File: src/rtl/crsc_pkg.sv
// Shared types and constants for the conveyor ramp and sorter controller.
// Used by crsc_pass and conveyor_ramp_sorter_control; no dependencies.
package crsc_pkg;

    // Fixed field widths.
    localparam int DEB_MS_W   = 10;
    localparam int CFG_DATA_W = 10;
    localparam int CFG_IDX_W  = 2;
    localparam int RAMP_W     = 9;

    // Register indexes of the configuration port.
    localparam logic [CFG_IDX_W-1:0] CFG_DEBOUNCE_MS  = 2'd0;
    localparam logic [CFG_IDX_W-1:0] CFG_RAMP_INTERVAL = 2'd1;
    localparam logic [CFG_IDX_W-1:0] CFG_ANGLE_GREEN  = 2'd2;
    localparam logic [CFG_IDX_W-1:0] CFG_ANGLE_RIPE   = 2'd3;

    // Register reset values.
    localparam logic [DEB_MS_W-1:0] DEBOUNCE_MS_RST   = 10'd200;
    localparam logic [7:0]          RAMP_INTERVAL_RST = 8'd10;
    localparam logic [7:0]          ANGLE_GREEN_RST   = 8'd110;
    localparam logic [7:0]          ANGLE_RIPE_RST    = 8'd70;

    // Host command bytes (ASCII).
    localparam logic [7:0] CMD_NONE  = 8'h00;
    localparam logic [7:0] CMD_STOP  = 8'h45;  // 'E'
    localparam logic [7:0] CMD_START = 8'h49;  // 'I'
    localparam logic [7:0] CMD_BRAKE = 8'h46;  // 'F'
    localparam logic [7:0] CMD_RIPE  = 8'h4D;  // 'M'
    localparam logic [7:0] CMD_GREEN = 8'h56;  // 'V'

    // Command event codes.
    localparam logic [2:0] CEV_NONE      = 3'd0;
    localparam logic [2:0] CEV_SOFT_STOP = 3'd1;
    localparam logic [2:0] CEV_BLOCKED   = 3'd2;
    localparam logic [2:0] CEV_STARTING  = 3'd3;
    localparam logic [2:0] CEV_BRAKING   = 3'd4;
    localparam logic [2:0] CEV_RIPE      = 3'd5;
    localparam logic [2:0] CEV_GREEN     = 3'd6;

    // Ramp event codes.
    localparam logic [1:0] REV_NONE    = 2'd0;
    localparam logic [1:0] REV_FULL    = 2'd1;
    localparam logic [1:0] REV_STOPPED = 2'd2;

    // Button command codes.
    localparam logic [2:0] BCMD_NONE  = 3'd0;
    localparam logic [2:0] BCMD_START = 3'd1;
    localparam logic [2:0] BCMD_BRAKE = 3'd2;
    localparam logic [2:0] BCMD_RIPE  = 3'd3;
    localparam logic [2:0] BCMD_GREEN = 3'd4;

    // Belt modes, one-hot internally.
    typedef enum logic [3:0] {
        MODE_WAIT  = 4'b0001,
        MODE_ACCEL = 4'b0010,
        MODE_OPER  = 4'b0100,
        MODE_BRAKE = 4'b1000
    } mode_t;

    // Encoded belt mode as reported on the result channel.
    localparam logic [1:0] BELT_WAIT  = 2'd0;
    localparam logic [1:0] BELT_ACCEL = 2'd1;
    localparam logic [1:0] BELT_OPER  = 2'd2;
    localparam logic [1:0] BELT_BRAKE = 2'd3;

    typedef struct packed {
        logic [DEB_MS_W-1:0] debounce_ms;
        logic [7:0]          ramp_interval_ms;
        logic [7:0]          angle_green;
        logic [7:0]          angle_ripe;
    } cfg_t;

    typedef struct packed {
        logic       ms_tick;
        logic       cmd_valid;
        logic [7:0] cmd_byte;
        logic       belt_button;
        logic       fruit_button;
        logic       estop_level;
        logic       estop_fell;
    } in_item_t;

    typedef struct packed {
        mode_t             mode;
        logic              route_ripe;
        logic              prev_belt_level;
        logic              prev_fruit_level;
        logic [RAMP_W-1:0] ramp_elapsed;
    } ctrl_state_t;

    typedef struct packed {
        logic [7:0] servo_angle;
        logic [1:0] belt_mode;
        logic [2:0] command_event;
        logic [1:0] ramp_event;
        logic       estop_handled;
        logic [2:0] button_command;
    } result_t;

    function automatic logic [1:0] mode_code(input mode_t mode);
        logic [1:0] code;
        case (mode)
            MODE_WAIT:  code = BELT_WAIT;
            MODE_ACCEL: code = BELT_ACCEL;
            MODE_OPER:  code = BELT_OPER;
            MODE_BRAKE: code = BELT_BRAKE;
            default:    code = BELT_WAIT;
        endcase
        return code;
    endfunction

endpackage

File: src/rtl/conveyor_ramp_sorter_control.sv
// Top level of the conveyor belt ramp and fruit sorter controller.
// Depends on crsc_pkg and crsc_pass.
//
// Usage: each transfer on the input channel (in_valid, in_stall) is one
// control pass: millisecond tick, optional host command byte, the two push
// button levels and the emergency-stop level and edge flag. Each pass gives
// exactly one result transfer on the output channel (out_valid, out_stall)
// with the motor duty, servo angle, belt mode and the events of the pass.
// The configuration channel (cfg_valid, cfg_ready, cfg_index, cfg_data)
// writes debounce time, ramp interval and the two servo angles; it is
// always ready and should be used only while no pass is in flight.
// An input transfer is first held in the input register, then goes through
// the pass logic into the result register, where the result becomes valid.
// Throughput is one pass per cycle while out_stall is low, set by the
// combinational pass logic; belt state and result load in the same edge.
// Reset clears both stages, puts the belt in waiting with zero duty on the
// green route and restores the register defaults. When the receiver stalls,
// the result register holds; one more pass waits in the input register and
// after that in_stall rises until the result is taken.
module conveyor_ramp_sorter_control
    import crsc_pkg::*;
#(
    parameter int DUTY_BITS     = 8,
    parameter int DEBOUNCE_BITS = 10
) (
    input  logic                    clk,
    input  logic                    rst_n,

    input  logic                    cfg_valid,
    output logic                    cfg_ready,
    input  logic [CFG_IDX_W-1:0]    cfg_index,
    input  logic [CFG_DATA_W-1:0]   cfg_data,

    input  logic                    in_valid,
    output logic                    in_stall,
    input  logic                    ms_tick,
    input  logic                    cmd_valid,
    input  logic [7:0]              cmd_byte,
    input  logic                    belt_button,
    input  logic                    fruit_button,
    input  logic                    estop_level,
    input  logic                    estop_fell,

    output logic                    out_valid,
    input  logic                    out_stall,
    output logic [DUTY_BITS-1:0]    motor_duty,
    output logic [7:0]              servo_angle,
    output logic [1:0]              belt_mode,
    output logic [2:0]              command_event,
    output logic [1:0]              ramp_event,
    output logic                    estop_handled,
    output logic [2:0]              button_command
);

    cfg_t                     cfg_reg;
    logic                     in_valid_reg;
    in_item_t                 in_item_reg;
    logic                     out_valid_reg;
    result_t                  result_reg;
    ctrl_state_t              state_reg;
    logic [DUTY_BITS-1:0]     duty_reg;
    logic [DEBOUNCE_BITS-1:0] deb_reg;

    ctrl_state_t              state_next;
    logic [DUTY_BITS-1:0]     duty_next;
    logic [DEBOUNCE_BITS-1:0] deb_next;
    result_t                  result_next;
    in_item_t                 in_item;
    logic                     advance;
    logic                     in_xfer;
    logic                     pass_fire;

    // The result register can take a new pass when it is empty or being
    // drained this cycle; the input register moves on under the same rule.
    assign advance   = !out_valid_reg || !out_stall;
    assign pass_fire = in_valid_reg && advance;
    assign in_stall  = in_valid_reg && !advance;
    assign in_xfer   = in_valid && !in_stall;
    assign cfg_ready = 1'b1;

    always_comb
    begin
        in_item.ms_tick      = ms_tick;
        in_item.cmd_valid    = cmd_valid;
        in_item.cmd_byte     = cmd_byte;
        in_item.belt_button  = belt_button;
        in_item.fruit_button = fruit_button;
        in_item.estop_level  = estop_level;
        in_item.estop_fell   = estop_fell;
    end

    // Configuration registers.
    always_ff @(posedge clk or negedge rst_n)
    begin
        if (!rst_n)
        begin
            cfg_reg.debounce_ms      <= DEBOUNCE_MS_RST;
            cfg_reg.ramp_interval_ms <= RAMP_INTERVAL_RST;
            cfg_reg.angle_green      <= ANGLE_GREEN_RST;
            cfg_reg.angle_ripe       <= ANGLE_RIPE_RST;
        end
        else if (cfg_valid && cfg_ready)
        begin
            case (cfg_index)
                CFG_DEBOUNCE_MS:   cfg_reg.debounce_ms      <= cfg_data[DEB_MS_W-1:0];
                CFG_RAMP_INTERVAL: cfg_reg.ramp_interval_ms <= cfg_data[7:0];
                CFG_ANGLE_GREEN:   cfg_reg.angle_green      <= cfg_data[7:0];
                CFG_ANGLE_RIPE:    cfg_reg.angle_ripe       <= cfg_data[7:0];
                default:
                begin
                end
            endcase
        end
    end

    // Input stage.
    always_ff @(posedge clk or negedge rst_n)
    begin
        if (!rst_n)
        begin
            in_valid_reg <= 1'b0;
        end
        else if (in_xfer)
        begin
            in_valid_reg <= 1'b1;
        end
        else if (advance)
        begin
            in_valid_reg <= 1'b0;
        end
    end

    always_ff @(posedge clk)
    begin
        if (in_xfer)
        begin
            in_item_reg <= in_item;
        end
    end

    crsc_pass #(
        .DUTY_BITS     (DUTY_BITS),
        .DEBOUNCE_BITS (DEBOUNCE_BITS)
    ) u_pass (
        .cfg              (cfg_reg),
        .item             (in_item_reg),
        .state            (state_reg),
        .duty             (duty_reg),
        .deb_elapsed      (deb_reg),
        .state_next       (state_next),
        .duty_next        (duty_next),
        .deb_elapsed_next (deb_next),
        .result           (result_next)
    );

    // Controller state and result valid advance together on each pass.
    always_ff @(posedge clk or negedge rst_n)
    begin
        if (!rst_n)
        begin
            state_reg.mode             <= MODE_WAIT;
            state_reg.route_ripe       <= 1'b0;
            state_reg.prev_belt_level  <= 1'b1;
            state_reg.prev_fruit_level <= 1'b1;
            state_reg.ramp_elapsed     <= '0;
            duty_reg                   <= '0;
            deb_reg                    <= '0;
            out_valid_reg              <= 1'b0;
        end
        else if (pass_fire)
        begin
            state_reg     <= state_next;
            duty_reg      <= duty_next;
            deb_reg       <= deb_next;
            out_valid_reg <= 1'b1;
        end
        else if (!out_stall)
        begin
            out_valid_reg <= 1'b0;
        end
    end

    always_ff @(posedge clk)
    begin
        if (pass_fire)
        begin
            result_reg <= result_next;
        end
    end

    // The duty register only changes on a pass, so it is the reported duty.
    assign out_valid      = out_valid_reg;
    assign motor_duty     = duty_reg;
    assign servo_angle    = result_reg.servo_angle;
    assign belt_mode      = result_reg.belt_mode;
    assign command_event  = result_reg.command_event;
    assign ramp_event     = result_reg.ramp_event;
    assign estop_handled  = result_reg.estop_handled;
    assign button_command = result_reg.button_command;

endmodule

File: src/rtl/crsc_pass.sv
// One control pass of the conveyor controller as combinational logic.
// Depends on crsc_pkg; instantiated by conveyor_ramp_sorter_control.
module crsc_pass
    import crsc_pkg::*;
#(
    parameter int DUTY_BITS     = 8,
    parameter int DEBOUNCE_BITS = 10
) (
    input  cfg_t                      cfg,
    input  in_item_t                  item,
    input  ctrl_state_t               state,
    input  logic [DUTY_BITS-1:0]      duty,
    input  logic [DEBOUNCE_BITS-1:0]  deb_elapsed,
    output ctrl_state_t               state_next,
    output logic [DUTY_BITS-1:0]      duty_next,
    output logic [DEBOUNCE_BITS-1:0]  deb_elapsed_next,
    output result_t                   result
);

    localparam int CMP_W = (DEBOUNCE_BITS > DEB_MS_W) ? DEBOUNCE_BITS : DEB_MS_W;
    localparam logic [DEBOUNCE_BITS-1:0] DEB_MAX  = '1;
    localparam logic [DUTY_BITS-1:0]     DUTY_MAX = '1;
    localparam logic [RAMP_W-1:0]        RAMP_MAX = '1;

    logic [DEBOUNCE_BITS-1:0] deb_cnt;
    logic [RAMP_W-1:0]        ramp_cnt;
    mode_t                    mode;
    logic [DUTY_BITS-1:0]     duty_val;
    logic                     route;
    logic                     prev_belt;
    logic                     prev_fruit;
    logic                     host_cmd;
    logic [7:0]               cmd_code;
    logic [2:0]               cev;
    logic [1:0]               rev;
    logic [2:0]               bcmd;

    always_comb
    begin
        deb_cnt    = deb_elapsed;
        ramp_cnt   = state.ramp_elapsed;
        mode       = state.mode;
        duty_val   = duty;
        route      = state.route_ripe;
        prev_belt  = state.prev_belt_level;
        prev_fruit = state.prev_fruit_level;
        host_cmd   = item.cmd_valid;
        cmd_code   = CMD_NONE;
        cev        = CEV_NONE;
        rev        = REV_NONE;
        bcmd       = BCMD_NONE;

        // Both millisecond counters saturate.
        if (item.ms_tick)
        begin
            if (deb_cnt != DEB_MAX)
            begin
                deb_cnt = deb_cnt + 1'b1;
            end
            if (ramp_cnt != RAMP_MAX)
            begin
                ramp_cnt = ramp_cnt + 1'b1;
            end
        end

        // An emergency edge resets the belt and drops any host byte.
        if (item.estop_fell)
        begin
            duty_val = '0;
            mode     = MODE_WAIT;
            route    = 1'b0;
            host_cmd = 1'b0;
        end

        if (host_cmd)
        begin
            cmd_code = item.cmd_byte;
        end
        else
        begin
            if (CMP_W'(deb_cnt) > CMP_W'(cfg.debounce_ms))
            begin
                if (!item.belt_button && prev_belt)
                begin
                    if (mode == MODE_WAIT || mode == MODE_BRAKE)
                    begin
                        cmd_code = CMD_START;
                        bcmd     = BCMD_START;
                    end
                    else
                    begin
                        cmd_code = CMD_BRAKE;
                        bcmd     = BCMD_BRAKE;
                    end
                    deb_cnt = '0;
                end
                else if (!item.fruit_button && prev_fruit)
                begin
                    if (!route)
                    begin
                        cmd_code = CMD_RIPE;
                        bcmd     = BCMD_RIPE;
                    end
                    else
                    begin
                        cmd_code = CMD_GREEN;
                        bcmd     = BCMD_GREEN;
                    end
                    deb_cnt = '0;
                end
            end
            prev_belt  = item.belt_button;
            prev_fruit = item.fruit_button;
        end

        // Apply the command; a zero or unknown byte matches nothing.
        if (cmd_code == CMD_STOP)
        begin
            mode     = MODE_WAIT;
            duty_val = '0;
            route    = 1'b0;
            cev      = CEV_SOFT_STOP;
        end
        else if (mode == MODE_WAIT && cmd_code == CMD_START)
        begin
            if (!item.estop_level)
            begin
                cev = CEV_BLOCKED;
            end
            else
            begin
                mode = MODE_ACCEL;
                cev  = CEV_STARTING;
            end
        end
        else if (mode == MODE_OPER && cmd_code == CMD_BRAKE)
        begin
            mode = MODE_BRAKE;
            cev  = CEV_BRAKING;
        end
        else if (mode == MODE_OPER)
        begin
            if (cmd_code == CMD_RIPE && !route)
            begin
                route = 1'b1;
                cev   = CEV_RIPE;
            end
            else if (cmd_code == CMD_GREEN && route)
            begin
                route = 1'b0;
                cev   = CEV_GREEN;
            end
        end

        // Duty ramp, one step per elapsed interval.
        if (ramp_cnt > {1'b0, cfg.ramp_interval_ms})
        begin
            ramp_cnt = '0;
            case (mode)
                MODE_ACCEL:
                begin
                    if (duty_val != DUTY_MAX)
                    begin
                        duty_val = duty_val + 1'b1;
                    end
                    else
                    begin
                        mode = MODE_OPER;
                        rev  = REV_FULL;
                    end
                end
                MODE_BRAKE:
                begin
                    if (duty_val != '0)
                    begin
                        duty_val = duty_val - 1'b1;
                    end
                    else
                    begin
                        mode = MODE_WAIT;
                        rev  = REV_STOPPED;
                    end
                end
                default:
                begin
                end
            endcase
        end
    end

    always_comb
    begin
        state_next.mode             = mode;
        state_next.route_ripe       = route;
        state_next.prev_belt_level  = prev_belt;
        state_next.prev_fruit_level = prev_fruit;
        state_next.ramp_elapsed     = ramp_cnt;
        duty_next                   = duty_val;
        deb_elapsed_next            = deb_cnt;
        result.servo_angle          = route ? cfg.angle_ripe : cfg.angle_green;
        result.belt_mode            = mode_code(mode);
        result.command_event        = cev;
        result.ramp_event           = rev;
        result.estop_handled        = item.estop_fell;
        result.button_command       = bcmd;
    end

endmodule
File: config.mk
export PLATFORM = sky130hd
export DESIGN_NAME = conveyor_ramp_sorter_control
export DESIGN_NICKNAME = d
export VERILOG_FILES = /design/src/rtl/crsc_pkg.sv /design/src/rtl/conveyor_ramp_sorter_control.sv /design/src/rtl/crsc_pass.sv
export SDC_FILE = /design/constraint.sdc
export NUM_CORES = 1
export LEC_CHECK = 0
export CAP_MARGIN = 20
export CORE_MARGIN = 1.5
export CORE_UTILIZATION = 50
export CTS_CLUSTER_SIZE = 30
export DETAILED_ROUTE_END_ITERATION = 8
export DONT_BUFFER_PORTS = 1
export PLACE_DENSITY_LB_ADDON = 0.08
export SYNTH_ARGS = -nofsm -noshare
export SYNTH_HDL_FRONTEND = slang
export SYNTH_SLANG_ARGS = --single-unit
File: constraint.sdc
create_clock -name clk -period 6.28 [get_ports clk]
set_clock_uncertainty 0.2 [all_clocks]
set_input_delay 1.256 -clock clk [delete_from_list [all_inputs] [get_ports clk]]
set_output_delay 1.256 -clock clk [all_outputs]
set_load 0.02 [all_outputs]
== Word level (Yosys, flattened, before mapping) ==
Cells that the tools add are included.

* Input bits: 31
* Output and inout bits: 30
* Logic and storage cells: 138
* Register bits: 103

* Bitwise gates (word level): 2
* Reductions and logical operators: 27
* Equal/unequal tests: 20
* Add/subtract/negate cells: 4
* Multiplexer cells: 57
* Order comparisons: 2

{| class="wikitable"
|+ Operator list
! operator !! number
|-
| 2-to-1 mux 8 bit || 10
|-
| 2-to-1 mux 10 bit || 6
|-
| == test 8 x 7 -> 1 bit, second input constant || 5
|-
| 2-to-1 mux 4 bit || 9
|-
| 2-to-1 mux 9 bit || 3
|-
| 2-to-1 mux 3 bit || 8
|-
| case mux 8 bit (2 select lines) || 1
|-
| 2-to-1 mux 1 bit || 14
|-
| == test 4 bit, second input constant || 3
|-
| adder 10 x 1 -> 10 bit, second input constant || 1
|-
| greater-than comparator 10 bit || 1
|-
| != test 10 bit, second input constant || 1
|-
| AND reduction 2 bit || 5
|-
| adder 9 x 1 -> 9 bit, second input constant || 1
|-
| greater-than comparator 9 x 8 -> 1 bit || 1
|-
| logical AND 1 bit || 9
|-
| != test 9 bit, second input constant || 1
|-
| adder 8 x 1 -> 8 bit, second input constant || 1
|-
| == test 4 x 2 -> 1 bit, second input constant || 2
|-
| == test 4 x 3 -> 1 bit, second input constant || 2
|-
| != test 8 bit, second input constant || 1
|-
| case mux 4 bit (2 select lines) || 1
|-
| nonzero test 8 bit || 1
|-
| subtractor 8 x 1 -> 8 bit, second input constant || 1
|-
| other kinds (14) || 24
|}

== Longest topological paths before layout ==
Gate-level depths: netlist (run 1).

* Word-level depth: 17
* Depth in mapped cells: 25
* Depth with buffers taken out: 24

== By module ==
From an unflattened synthesis (run 1), not the netlist that was laid out.

* Cells, all modules: 547
* Area total of the unflattened synthesis: 6,139.6 sq um

{| class="wikitable"
|+ Modules (own cells, without submodules)
! module !! cells each !! area each (sq um) !! sequential area each (sq um) !! times used
|-
| conveyor_ramp_sorter_control || 187 || 3,668.5 || 2,762.6 || 1
|-
| crsc_pass || 360 || 2,471.1 || 0.0 || 1
|}

== Worst setup path after synthesis (run 1) ==
Ideal clock, no wire load.

* Kind: reg2reg
* From: register deb_reg[0]
* To: register result_reg, in the netlist belt_mode[0] (data pin)
* Required time: 5,814 ps
* Clock period less this slack: 5,467 ps
* Cell stages (with the launch flop): 25
* Setup slack: 813 ps
* Arrival time: 5,001 ps
* Library setup time: 266 ps
* Path buffers: 1
* Cell sequence: dfrtp_1 ha_1 nand2_1 or3_1 nor2b_1 and3_1 xor2_1 ha_1 a21oi_2 o21ai_2 a2111oi_4 o21a_2 o41a_1 buf_6 nand2_1 inv_1 ha_1 nand2_1 nor3_1 and3_1 nand2_2 and4_1 nor3_1 xor2_1 nor3b_1

{| class="wikitable"
|+ RTL lines
! item !! line !! RTL
|-
| start: declaration || conveyor_ramp_sorter_control.sv:62 || <nowiki>logic [DEBOUNCE_BITS-1:0] deb_reg;</nowiki>
|-
| start signal: assignment || conveyor_ramp_sorter_control.sv:174 || <nowiki>deb_reg <= deb_next;</nowiki>
|-
| end signal: assignment || conveyor_ramp_sorter_control.sv:187 || <nowiki>result_reg <= result_next;</nowiki>
|-
| end: declaration || conveyor_ramp_sorter_control.sv:59 || <nowiki>result_t result_reg;</nowiki>
|}

==> results of run 1 <==
==> report_power, final <==
part           leakage (nW)  total, mW  internal (mW)  switching (mW)
sequential             1.18      0.892          0.803          0.0891
combinational          1.21      0.374          0.168           0.205
clock                 0.142      0.536          0.290           0.246
total                  2.53       1.80           1.26           0.540
==> path summary, 6_finish.rpt <==
path	startpoint	to	slack, ns	depth (start not counted)
worst min register to register	state_reg[12]	state_reg[12]	0.30	2
min in group asynchronous	rst_n	out_valid	0.40	0
worst max register to register	deb_reg[0]	belt_mode[0]	0.57	23
worst max-delay path	deb_reg[0]	belt_mode[0]	0.57	23
worst min-delay path	state_reg[12]	state_reg[12]	0.30	2
max in group asynchronous	rst_n	cfg_reg[14]	5.25	0
==> stage by stage <==
stage               cell area, um2  util [%]  total power, mW  std cells
floorplan                     5900         -             1.18        564
global placement              6060      52.9             1.26        700
detailed placement            6060      52.9             1.27        700
CTS                           6340      55.3             1.81        716
global route                  6380      55.6             1.90        719
finish                        6380      55.6             1.80        719
==> kinds of logic after synthesis <==
kind of cell	share of synthesized area (%)
compound gates	18.0
xor+xnor	2.38
fa+ha+maj	4.88
buf+inv	2.93
flops	46.8
mux	7.06
other cells	0.0636
simple gates	17.9
==> synthesized netlist by cell type (3+ instances only) <==
library cell,instances,share of area (%)
a21oi_1,13,1.1
a22o_1,8,1.2
a2bb2oi_1,3,0.45
a31o_2,4,0.59
and2_1,11,1.2
and3_1,7,0.74
and4_1,3,0.45
clkbuf_1,10,0.64
dfrtp_1,54,23
dfstp_2,16,7.1
edfxtp_1,33,17
ha_1,23,4.9
inv_1,27,1.7
mux2_2,37,7.1
nand2_1,76,4.8
nand2b_1,9,0.95
nand3_1,18,1.5
nand3b_1,4,0.51
nand4_1,9,0.95
nor2_1,29,1.8
nor2b_1,5,0.53
nor3_1,12,1.0
nor3b_1,5,0.64
o21a_1,3,0.38
o21ai_0,40,3.4
o21ai_1,3,0.25
o22ai_1,5,0.53
o31ai_1,3,0.38
or2_1,3,0.32
or3_1,5,0.53
xnor2_1,10,1.5
xor2_1,6,0.89
==> timing repair <==
item                       in CTS  in global routing
setup endpoints to repair       0                  2
resized for setup               0                  1
hold endpoints to repair        0                  0
buffers inserted                0                  2
==> final cells by class <==
class	instances	share of cell area, %
tap	143	2.80
multi-input combinational	421	46.9
inverter	28	1.65
clock buffer	11	3.96
clock inverter	5	0.490
timing repair buffer	8	0.941
sequential	103	43.3
==> per-layer routing <==
metal | global-route usage [%] | part of all wire [%] | vias to the layer above
li1 | - | - | 2098
met1 | 29.0 | 44 | 2133
met2 | 36.1 | 48 | 149
met3 | 4.03 | 5.6 | 25
met4 | 8.95 | 1.8 | 0
met5 | 0 | 0 | -
==> worst max-delay path: stages, from the launching register on <==
cell      delay, ns
dfrtp_1        0.43
ha_1           0.21
nand2_1        0.08
or3_1          0.44
nor2b_1        0.18
and3_1         0.19
xor2_1         0.20
ha_1           0.31
a21oi_2        0.16
o21ai_2        0.11
a2111o_1       0.51
a32oi_2        0.32
o41a_1         0.28
nand2_1        0.13
inv_1          0.13
ha_1           0.19
nand2_1        0.08
nor3_1         0.23
and3_1         0.22
nand2_2        0.12
and4_1         0.24
nor3_2         0.24
xor2_1         0.17
nor3b_1        0.07
==> flow_metrics.tcl, run 1 <==
set metrics [dict create \
    min_period_ns 5.71 \
    fill_cells 992 \
    slew_viol_final 0 \
    power_density_nw_per_um2 282 \
    core_um2 11500 \
    clkTransAtPathRegs_ns 0.07 \
    fp-row-count 39 \
    post-route-period-util_pct 90.9 \
    pre_cts_ws_ns 0.440 \
    grt_max_degree 71 \
    final_common_cell "nand2_1" \
    max-vdd-ir-drop_mv 0.189 \
    grt_overflow 0 \
    area_growth_syn_to_layout_pct 8.14 \
    worstPathArrival_ns 5.61 \
    clock_latency_ns 0.35 \
    vias 4405 \
    h-tree-depth 3 \
    multi_input_area_um2 2990 \
    tightest_slew_ns 0.959 \
    drive_gt1_share_pct 18.8 \
    yosysWarnings 0 \
    dieArea_um2 12500 \
    final_cell_mix "nand2_1 (76), dfrtp_1 (54), o21ai_0 (40)" \
    cp-end-kind "register" \
    max_slew_margin_pct 35.8 \
    cts-root-buf "clkbuf_16" \
    outcome "finished, final reports clean" \
    fp.dieH_um 112 \
    viasPerCell 6.13 \
    crit_fanout 7 \
    cts_buffer_depth 2 \
    drcViolationCount 0 \
    worstSetupStartpointType "register" \
    whs_ns 0.299 \
    die_width_um 112 \
    syn_avg_cell_area_um2 10.5 \
    wl_um 13200 \
    grtUsageTotal_pct 22.0 \
    first_iter_violations 239 \
    setup_slack_ns 0.570 \
    ff_latch_area_um2 2760 \
    synth_area_um2 5900 \
    nets 625 \
    grt_pass1_wl_um 21700 \
    hold_buffers 0 \
    synthArstFlopShare_pct 68.0 \
    synthCells 564 \
    ios 61 \
    wl_per_cell_um 18.3 \
    largest_register_ffs 34 \
    synth_seq_cells 103 \
    ant_nets 0 \
    cp.required_ns 6.18 \
    fin_setup_tns_ns 0 \
    dr.pass1.iters 5 \
    worstSetupPathType "register to register" \
    start_util_pct 51.4 \
    ys_seq_area_share_pct 46.8 \
    portBuffers 0 \
    synth-main-ff-cell "dfrtp_1" \
    leakage_nw 2.53 \
    antenna_found_initial 0 \
    synth_edf_count 33 \
    ys_types 84 \
    num_antenna_cells 0 \
    grt_pass1_vias 4303 \
    synth_fp_nets 618 \
    hp-class "register to register" \
    clock-sinks 103 \
    fmax_mhz 175 \
    hpwl_um 9390 \
    setup_viol 0 \
    cts_made_buffers 9 \
    cts_tree "yes" \
    finalHoldViolCount 0 \
    gp_congestion 0.903 \
    cap_violations 0 \
    rsz0062_at_grt "false" \
]
Note: power is estimated with default switching activity, not from simulation.
==> inputs of run 2 (changes only) <==
ABC_AREA = 1   (was not set)
CORE_UTILIZATION = 64   (was 50)
==> run 2 against run 1 <==
  * Non-clock buffer count decreased by 7
  * Maximum frequency increased by 12%
  * Area after synthesis increased by 3.0%
  * Worst setup slack improved by 0.62 ns
  * Cell area decreased by 0.88%
  * Sequential power increased by 8.6%
  * Hold slack got worse by 0.0036 ns
  * Clock-buffer cell count decreased by 2
  * Highest routed layer unchanged
==> flow_metrics.tcl, run 2 <==
set metrics [dict create \
    power_density_nw_per_um2 326 \
    worstPathArrival_ns 5.03 \
    final_cell_mix "nand2_1 (197), inv_1 (126), o21ai_0 (58)" \
    tightest_slew_ns 0.853 \
    p_sw_mw 0.828 \
    setup_slack_ns 1.19 \
    synth_top_area_share_pct 22.2 \
    vias 4853 \
    die_width_um 100 \
    cpPeakStageDelay_ns 0.39 \
    fin_util_pct 68.4 \
    worstSetupPathType "register to register" \
    synth.area.top_cells "dfrtp_1 (22%), edfxtp_1 (16%), nand2_1 (12%), inv_1 (7.8%), dfstp_2 (6.9%)" \
    cts_setup_buffers 0 \
    fin_setup_tns_ns 0 \
    clock_latency_ns 0.38 \
    cts_tree "yes" \
    pre_cts_ws_ns 1.23 \
    yosysWarnings 0 \
    fmax_mhz 197 \
    drive_gt1_share_pct 11.6 \
    cts_made_buffers 9 \
    slew_viol_final 0 \
    nets 815 \
    cp-end-kind "register" \
    antenna_found_initial 0 \
    synth_fp_nets 820 \
    first_iter_violations 251 \
    grt_max_degree 71 \
    grt_pass1_vias 4570 \
    hold_buffers 0 \
    wl_um 12500 \
    min_to "cfg_reg[3]" \
    ant_nets 0 \
    leakage_nw 3.19 \
    outcome "finished, final reports clean" \
    h-tree-depth 3 \
    cp.required_ns 6.22 \
    drcViolationCount 0 \
    total_power_mw 2.06 \
    critPathSlowestCell "dfrtp_1" \
    synth_area_um2 6080 \
    worstSetupStartpointType "register" \
    synth_area_leader_cell "dfrtp_1" \
    max-vdd-ir-drop_mv 0.256 \
    fp-row-count 35 \
    worstReg2RegStart "deb_reg[0]" \
    swShare_pct 40.1 \
    synthCells 766 \
    portBuffers 0 \
    start_util_pct 65.8 \
    max_slew_margin_pct 42.6 \
    ys_types 42 \
    hp-class "register to register" \
    grt_overflow 0 \
    r2r_slack_ns 1.19 \
    ios 61 \
    seq_power_share_pct 47.0 \
    clock-sinks 103 \
    p_int_mw 1.23 \
    synthArstFlopShare_pct 68.0 \
    hpwl_um 9370 \
    cap_violations 0 \
    wl_per_cell_um 14.0 \
    crit_fanout 31 \
    yosysMostFrequentCell "nand2_1" \
    whs_ns 0.296 \
    syn_avg_cell_area_um2 7.93 \
    min_period_ns 5.09 \
    grt_pass1_wl_um 21100 \
    final_common_cell "nand2_1" \
    hp-start "cfg_reg[3]" \
    grtUsageTotal_pct 26.6 \
    dr.pass1.iters 5 \
    synth-main-ff-cell "dfrtp_1" \
    cts-resized-gates 0 \
    core_um2 9240 \
    area_growth_syn_to_layout_pct 4.08 \
    gp_congestion 0.930 \
    whs_path_depth 2 \
    setup_viol 0 \
    viasPerCell 5.42 \
    cts-root-buf "clkbuf_8" \
    dieArea_um2 10100 \
    crit_top_cell "nand2_1" \
    clkTransAtPathRegs_ns 0.10 \
    finalHoldViolCount 0 \
    reg2reg_to "belt_mode[1]" \
    ys_seq_area_share_pct 45.5 \
    post-route-period-util_pct 81.0 \
    fp.dieH_um 100 \
    synth_seq_cells 103 \
    ff2ff_path_depth 30 \
    synth_common_cells "nand2_1 (197), inv_1 (127), o21ai_0 (58)" \
    largest_register_ffs 34 \
    power_frac_comb_pct 34.4 \
    cts_buffer_depth 2 \
    rsz0062_at_grt "false" \
    synth_edf_count 33 \
    num_antenna_cells 0 \
    clkPwrFrac_pct 18.6 \
]
[run 2: cell count changes after synthesis, sizes merged, moves of 8 or more]
cell and delta:
o22ai +8, and2 -12, inv +114, nand3 +43
a22o -8, nor2 +33, a21oi +10, o21ai +15
xor2 +8, mux2 -37, xnor2 -9, nand2 +129
nand2b -9
[run 2: worst max-delay path by stage]
stage	from	to	slack, ns	cells past startpoint
4_1_cts	in_item_reg[13]	belt_mode[1]	1.21	26
3_5_place_dp	in_item_reg[13]	belt_mode[0]	1.23	26
5_1_grt	in_item_reg[13]	motor_duty[1]	0.64	30
6_report	deb_reg[0]	belt_mode[1]	1.19	30
3_3_place_gp	in_item_reg[13]	belt_mode[0]	1.43	26
2_1_floorplan	deb_reg[0]	belt_mode[1]	1.96	31
[run 2: area by class of cell]
cell class	instances	area [um2]
multi-input cells	505	2690
fillers	762	2920
well taps	129	161
flip-flops and latches	103	2760
repair buffers	1	7.51
clock inverters	7	52.6
clock buffers	9	124
inverters	141	529
[run 2: metrics by stage]
stage / area [um2] / std cells
final: 6320 / 895
after global routing: 6320 / 895
after CTS: 6320 / 895
after detailed placement: 6150 / 879
after global placement: 6150 / 879
after floorplan: 6080 / 766
[run 2: worst max-delay path, delay by kind of cell (launching register included)]
family	cells	cell delay, ns
adder cells (fa/ha/maj)	3	0.69
XOR/XNOR	1	0.19
AO/OA/AOI/OAI	1	0.04
buffers and inverters	5	0.36
AND/OR/NAND/NOR	20	2.96
flip-flops	1	0.39
[run 2: cell families after synthesis]
family | after synthesis | synth area share (%)
AND/OR/NAND/NOR | 357 | 27.0
flip-flops | 103 | 45.5
buffers and inverters | 158 | 10.3
adder cells (fa/ha/maj) | 23 | 4.74
other | 1 | 0.0617
XOR/XNOR | 15 | 2.16
AO/OA/AOI/OAI | 109 | 10.3
[run 2: power groups by stage]
stage / clock, mW / sequential (mW) / combinational [mW]
6_report: 0.383 / 0.969 / 0.710
2_1_floorplan: 0 / 0.955 / 0.570
4_1_cts: 0.396 / 0.968 / 0.714
3_5_place_dp: 0 / 0.981 / 0.709
5_1_grt: 0.412 / 0.987 / 0.821
3_3_place_gp: 0 / 0.977 / 0.679
[run 2: metal layers]
| metal | part of all wire (%) | wire length [um] | track usage, % | vias to the layer above |
|---|---|---|---|---|
| met2 | 48 | 6080 | 44.8 | 135 |
| met3 | 5.3 | 669 | 5.78 | 18 |
| met5 | 0 | 0 | 0 | - |
| li1 | - | - | - | 2443 |
| met1 | 45 | 5620 | 34.6 | 2257 |
| met4 | 1.4 | 180 | 7.91 | 0 |
==> inputs of run 3 (changes only) <==
clock period = 4.9 ns   (was 6.28 ns; I/O delays follow)
==> run 3 against run 2 <==
  * Maximum frequency grew 12%
  * Worst setup slack lost 0.85 ns
  * Largest cell class is now multi-input gates
  * Sequential power grew 29%
==> flow_metrics.tcl, run 3 (synthesized netlist as in run 2, its figures left out) <==
set metrics [dict create \
    viasPerCell 5.47 \
    worstPathArrival_ns 4.48 \
    tightest_slew_ns 0.820 \
    cap_violations 0 \
    setup_viol 0 \
    core_um2 9240 \
    grt_max_degree 71 \
    hold_buffers 0 \
    total_power_mw 2.67 \
    largest_register_ffs 34 \
    leakage_nw 3.26 \
    portBuffers 0 \
    cts_tree "yes" \
    grt_pass1_wl_um 21000 \
    area_growth_syn_to_layout_pct 6.53 \
    fin_util_pct 70.0 \
    slew_viol_final 0 \
    min_period_ns 4.55 \
    vias 4950 \
    first_iter_violations 251 \
    post-route-period-util_pct 92.9 \
    power_density_nw_per_um2 412 \
    cts_buffer_depth 2 \
    fp.dieH_um 100 \
    dpl.cell_count 884 \
    cpPeakStageDelay_ns 0.42 \
    fin_setup_tns_ns 0 \
    clock_latency_ns 0.37 \
    final_cell_mix "nand2_1 (192), inv_1 (126), o21ai_0 (56)" \
    fill_cells 731 \
    grtUsageTotal_pct 26.8 \
    cp-end-kind "register" \
    cts_made_buffers 9 \
    drcViolationCount 0 \
    wl_per_cell_um 14.4 \
    num_antenna_cells 0 \
    fp-row-count 35 \
    max-vdd-ir-drop_mv 0.309 \
    ios 61 \
    outcome "finished, final reports clean" \
    clkTransAtPathRegs_ns 0.10 \
    grt_overflow 0 \
    clock-sinks 103 \
    final_cells 905 \
    dr.pass1.iters 4 \
    die_width_um 100 \
    ant_nets 0 \
    start_util_pct 65.8 \
    finalHoldViolCount 0 \
    final_common_cell "nand2_1" \
    cts-root-buf "clkbuf_8" \
    antenna_found_initial 0 \
    max_slew_margin_pct 44.9 \
    worstSetupStartpointType "register" \
    crit_fanout 10 \
    hpwl_um 9440 \
    grt_pass1_vias 4518 \
    pre_cts_ws_ns 0.00779 \
    worstSetupPathType "register to register" \
    dieArea_um2 10100 \
    h-tree-depth 3 \
    critPathSlowestCell "dfrtp_1" \
    wl_um 13000 \
    fmax_mhz 220 \
    drive_gt1_share_pct 14.3 \
    hp-class "primary input to asynchronous set/reset pin" \
    nets 825 \
    gp_congestion 0.907 \
    cp.required_ns 4.82 \
    setup_slack_ns 0.346 \
]
## run 3: cell type report
cell class	count	area, um2	area share [%]
Multi-Input combinational cell	505	2760	42.7
Sequential cell	103	2760	42.7
Inverter	141	529	8.18
Tap cell	129	161	2.49
Clock buffer	9	124	1.91
Timing Repair Buffer	11	82.6	1.28
Clock inverter	7	48.8	0.754
## run 3: metrics by stage
step	hold slack, ns	instance area, um2
3_3_place_gp	0.253	6180
3_5_place_dp	0.273	6180
2_1_floorplan	0.248	6080
5_1_grt	0.0716	6470
6_report	0.0937	6470
4_1_cts	0.0787	6360
## run 3: worst paths after layout
path / to / start / slack, ns / cells past startpoint
max: belt_mode[0] / deb_reg[5] / 0.35 / 28
min: motor_duty[7] / rst_n / 0.09 / 0
max reg2reg: belt_mode[0] / deb_reg[5] / 0.35 / 28
min reg2reg: out_valid / in_valid_reg / 0.29 / 2
max in group asynchronous: state_reg[10] / rst_n / 4.20 / 0
min in group clk: out_valid / in_valid_reg / 0.29 / 2
## run 3: layer usage
layer / vias to the layer above / share of wire (%) / GRT usage (%)
li1: 2452 / - / -
met1: 2331 / 46 / 37.4
met2: 143 / 47 / 43.1
met3: 24 / 5.0 / 4.39
met4: 0 / 1.8 / 8.88
met5: - / 0 / 0
## run 3: repair_timing
item	4_1_cts	5_1_grt
buffers inserted	0	5
setup endpoints to repair	1	16
gates resized for setup	1	16
pin swaps	0	4
## run 3: power breakdown
group	internal [mW]	switching (mW)
Clock	0.186	0.293
Combinational	0.327	0.617
Sequential	1.08	0.165
## run 3: critical path: cells and delay by family, from the launching register on
kind	cells	cell delay, ns
AO/OA/AOI/OAI	2	0.23
adder cells (fa/ha/maj)	2	0.52
buffers and inverters	5	0.42
flip-flops	1	0.42
AND/OR/NAND/NOR	19	2.54
